<file path="src/design/fed_ram.sv">
// Simple dual-port synchronous RAM with registered read data.
`timescale 1ns / 1ps
module fed_ram #(
  parameter int unsigned DEPTH = 2,
  parameter int unsigned WIDTH = 8,
  localparam int unsigned AW = (DEPTH > 1) ? $clog2(DEPTH) : 1
) (
  input  logic             clk_i,
  input  logic             we_i,
  input  logic [AW-1:0]    waddr_i,
  input  logic [WIDTH-1:0] wdata_i,
  input  logic             re_i,
  input  logic [AW-1:0]    raddr_i,
  output logic [WIDTH-1:0] rdata_o
);

  logic [WIDTH-1:0] mem_q [DEPTH];
  logic [WIDTH-1:0] rdata_q;

  // Read-first: a read at the written address returns the old word
  always_ff @(posedge clk_i) begin
    if (we_i) begin
      mem_q[waddr_i] <= wdata_i;
    end
    if (re_i) begin
      rdata_q <= mem_q[raddr_i];
    end
  end

  assign rdata_o = rdata_q;

endmodule

</file>
<file path="config.mk">
export PLATFORM = sky130hd
export DESIGN_NAME = fed_ram
export DESIGN_NICKNAME = d
export VERILOG_FILES = /design/src/design/fed_ram.sv
export SDC_FILE = /design/constraint.sdc
export NUM_CORES = 1
export LEC_CHECK = 0
export ABC_CLOCK_PERIOD_IN_PS = 1350
export BUFFER_PORTS_ARGS = -buffer_cell sky130_fd_sc_hd__buf_2
export CAP_MARGIN = 20
export CORE_AREA = 2 2 47 49
export CTS_CLUSTER_SIZE = 25
export DETAILED_ROUTE_END_ITERATION = 8
export DIE_AREA = 0 0 49 51
export PLACE_DENSITY = 0.64
export SYNTH_ARGS = -nofsm -noshare
export SYNTH_HDL_FRONTEND = slang
export SYNTH_SLANG_ARGS = --single-unit
</file>
<file path="constraint.sdc">
create_clock -name clk_i -period 1.35 [get_ports clk_i]
set_input_delay 0.2025 -clock clk_i [delete_from_list [all_inputs] [get_ports clk_i]]
set_output_delay 0.2025 -clock clk_i [all_outputs]
set_load 0.01 [all_outputs]
</file>
Yosys cells after proc, flatten, opt, wreduce, memory -nomap -nowiden
Memory sizes are Yosys's and may differ from the RTL's. A register that Yosys moved wholly into a read port is not among the register bits.
Index checks and enable logic that the tools add are counted.
{ "totals": {"ff_bits": 0, "ram_bits": 16, "inputBits": 13, "output_inout_bits": 8, "word_cells": 3, "mem_count": 1} }
{ "classes": {"muxes": 2} }
{ "mem_list": {"columns": ["memory", "words", "width", "read_ports", "rd_clocked_by_memory_dff", "write_ports", "line", "source"], "rows": [
  ["mem_q", 2, 8, 1, 1, 1, "17", "logic [WIDTH-1:0] mem_q [DEPTH];"]
]} }
{ "ops": {"columns": ["operator", "count"], "rows": [
  ["2-to-1 mux 1 bit", 2]
]} }

Logic depth before layout (Yosys ltp)
{ "depth": {"depth_word": 2, "ltp_mapped": 2, "ltp_nobuf": 1} }

Worst setup path after synthesis
Ideal clock, no wire load.
{ "synth_path": {"kind": "input to register", "from": "input we_i", "to": "memory mem_q[0][0] (enable)", "setup_time_ns": 0.373, "t_arrival_ns": 0.623, "required_time_ns": 0.977, "path_slack_ns": 0.354, "cell_stages": 1, "path_buffers": 0, "cell_sequence": "nor2b_1"} }
{ "synth_via": {"elab_chain_cells": 2} }
{ "synth_rtl": {"columns": ["item", "line", "source"], "rows": [
  ["from (decl)", "9", "input logic we_i,"],
  ["2-to-1 mux 1 bit", "22", "if (we_i) begin"],
  ["2-to-1 mux 1 bit (implied by the code)", "23", "mem_q[waddr_i] <= wdata_i;"],
  ["to (decl)", "17", null]
]} }
No other way between the ends.

Worst setup path in the final report
{ "layout_path": {"from": "register rdata_q[2], in the netlist rdata_o[2], read port of mem_q", "to": "output rdata_o[2]"} }
{ "layout_lines": {"columns": ["item", "line", "source"], "rows": [
  ["from (decl)", "18", "logic [WIDTH-1:0] rdata_q;"],
  ["to (decl)", "14", "output logic [WIDTH-1:0] rdata_o"]
]} }
No word-level cell between the ends.

==> impl_metrics.tcl <==
set metrics [dict create \
    fin_util_pct 49.5 \
    core_um2 2060 \
    grt_pass1_vias 319 \
    met3_usage_pct 2.63 \
    netlist_instances 35 \
    yosys.cell_types.count 5 \
    syn_avg_cell_area_um2 24.7 \
    final_cell_mix "edfxtp_1, buf_2, mux2_4, clkbuf_4" \
    cts_tree "yes" \
    tightest_slew_ps 356 \
    diodes 0 \
    antenna_found_initial 0 \
    met1_usage_pct 9.90 \
    cts_sinks 24 \
    firstDrtPassIters 2 \
    clock_latency_ps 300 \
    yosysSeqAreaShare_pct 83.4 \
    crit_chain "buf_2" \
    gp_congestion 0.614 \
    start_util_pct 41.9 \
    cts_root_buffer "clkbuf_4" \
    grtUsageTotal_pct 8.20 \
    drive_gt1_share_pct 54.2 \
    yosysTopAreaCell "edfxtp_1" \
    cts_buffer_depth 2 \
    routedWlPerCell_um 10.3 \
    relSlewSlack_pct 76.3 \
    synthesis.nets 48 \
    placed_cells_incl_taps 83 \
    cap_violations 0 \
    ctsHoldBuffers 0 \
    period_needed_ps 1020 \
    mostFrequentLayoutCell "edfxtp_1" \
    fin_skew_ps 3.71 \
    cts_inserted_buffers 3 \
    critical_path_class "flop to primary output" \
    max_stage_delay_ps 370 \
    io_pins 21 \
    drtIter0Drc 2 \
    dr_total_vias 372 \
    fmax_mhz 978 \
    yosys_warnings 0 \
    crit_arrival_ps 820 \
    htreeDepth 1 \
    status "finished, final reports clean" \
    crit_fanout 1 \
    numPortBuffers 20 \
    die_x_um 49 \
    grtUsageMet2_pct 11.9 \
    p_leak_uw 0.000398 \
    ys_seq_elements 24 \
    crit_buf_inv 1 \
    critPathTopFamily "flip-flops" \
    path_clk_slew_ps 120 \
    fin_setup_tns_ps 0 \
    fin_crit_sh_pct 75.7 \
    grt-ovfl-total 0 \
    core.rowCount 17 \
    end_kind "primary output" \
    hold_violations 0 \
    cts_resized 0 \
    post-cts-setup-buffers 0 \
    synthesis.area_um2 865 \
    fin_nets 73 \
    yosys-top-cells-area "edfxtp_1, mux2_4, buf_6" \
    peakVddDrop_mv 0.850 \
    cp_slowest_cell "edfxtp_1" \
    area.growth.synth_to_final_pct 18.2 \
    instances_no_fill 87 \
    hp-class "primary input to flop" \
    critPathLaunchType "flop" \
    drt-total-wl_um 898 \
    busiest_layer "met2" \
    chipHeight_um 51 \
    cp.required_ps 1150 \
    ant_nets 0 \
    via_per_inst 4.28 \
    rsz0062_at_grt "no" \
    power_density_nw_per_um2 1270 \
    drc_errors 0 \
    setup_viol 0 \
    grt_max_degree 14 \
    slew_violations 0 \
    grt_first_pass_wirelength_um 1460 \
    synth_top_area_share_pct 83.4 \
    die_area_um2 2500 \
]
[final cells by class]
type	count	area [um2]
repair buffers	21	108
flip-flops and latches	24	721
well taps	28	35.0
multi-input cells	10	133
clock inverters	1	3.75
fillers	175	1040
clock buffers	3	22.5
[kinds of logic (layout without fill, tap and decap cells)]
| family | count (synthesis) | after routing | synth area share, % |
|---|---|---|---|
| buffers and inverters | 1 | 25 | 1.30 |
| flip-flops | 24 | 24 | 83.4 |
| multiplexers | 8 | 8 | 13.9 |
| AND/OR/NAND/NOR | 2 | 2 | 1.45 |
[layer usage]
metal  share of wire, %  wire (um)
met1                 45        408
met4                2.4         22
met5                  0          0
met2                 43        387
met3                8.8         79
[power breakdown]
part           leakage [uW]  internal (uW)  switching [uW]  total (uW)
combinational      0.000154           58.5            45.2         104
sequential         0.000228            879            10.9         890
clock             0.0000154            108             193         301
total              0.000398           1050             249        1290
[flip-flops by register name (all words and copies together) (netlist names)]
| name | count |
|---|---|
| mem_q | 16 |
| rdata_o | 8 |
[cell usage after synthesis (all sizes together)]
master,instances
edfxtp,24
nor2b,1
buf,1
and2,1
mux2,8
[stage by stage]
stage / total power (uW) / hold WS [ps] / worst slack, ps / cell area, um2
floorplan: 968 / 301 / 354 / 865
global placement: 1010 / 391 / 336 / 996
detailed placement: 1010 / 394 / 320 / 996
CTS: 1310 / 61.4 / 309 / 1020
global route: 1350 / 61.3 / 263 / 1020
finish: 1290 / 75.9 / 328 / 1020
[worst paths after layout]
kind                         startpoint               endpoint  slack [ps]  cells after the start
hold reg to reg   mem_q[0][5]$_DFFE_PP_   rdata_o[5]$_DFFE_PP_         560                      1
hold / removal               wdata_i[2]  mem_q[1][2]$_DFFE_PP_          80                      1
setup reg to reg  mem_q[0][0]$_DFFE_PP_   rdata_o[0]$_DFFE_PP_         460                      1
setup / recovery   rdata_o[2]$_DFFE_PP_             rdata_o[2]         330                      1
Power figures use the tool's default switching activity.
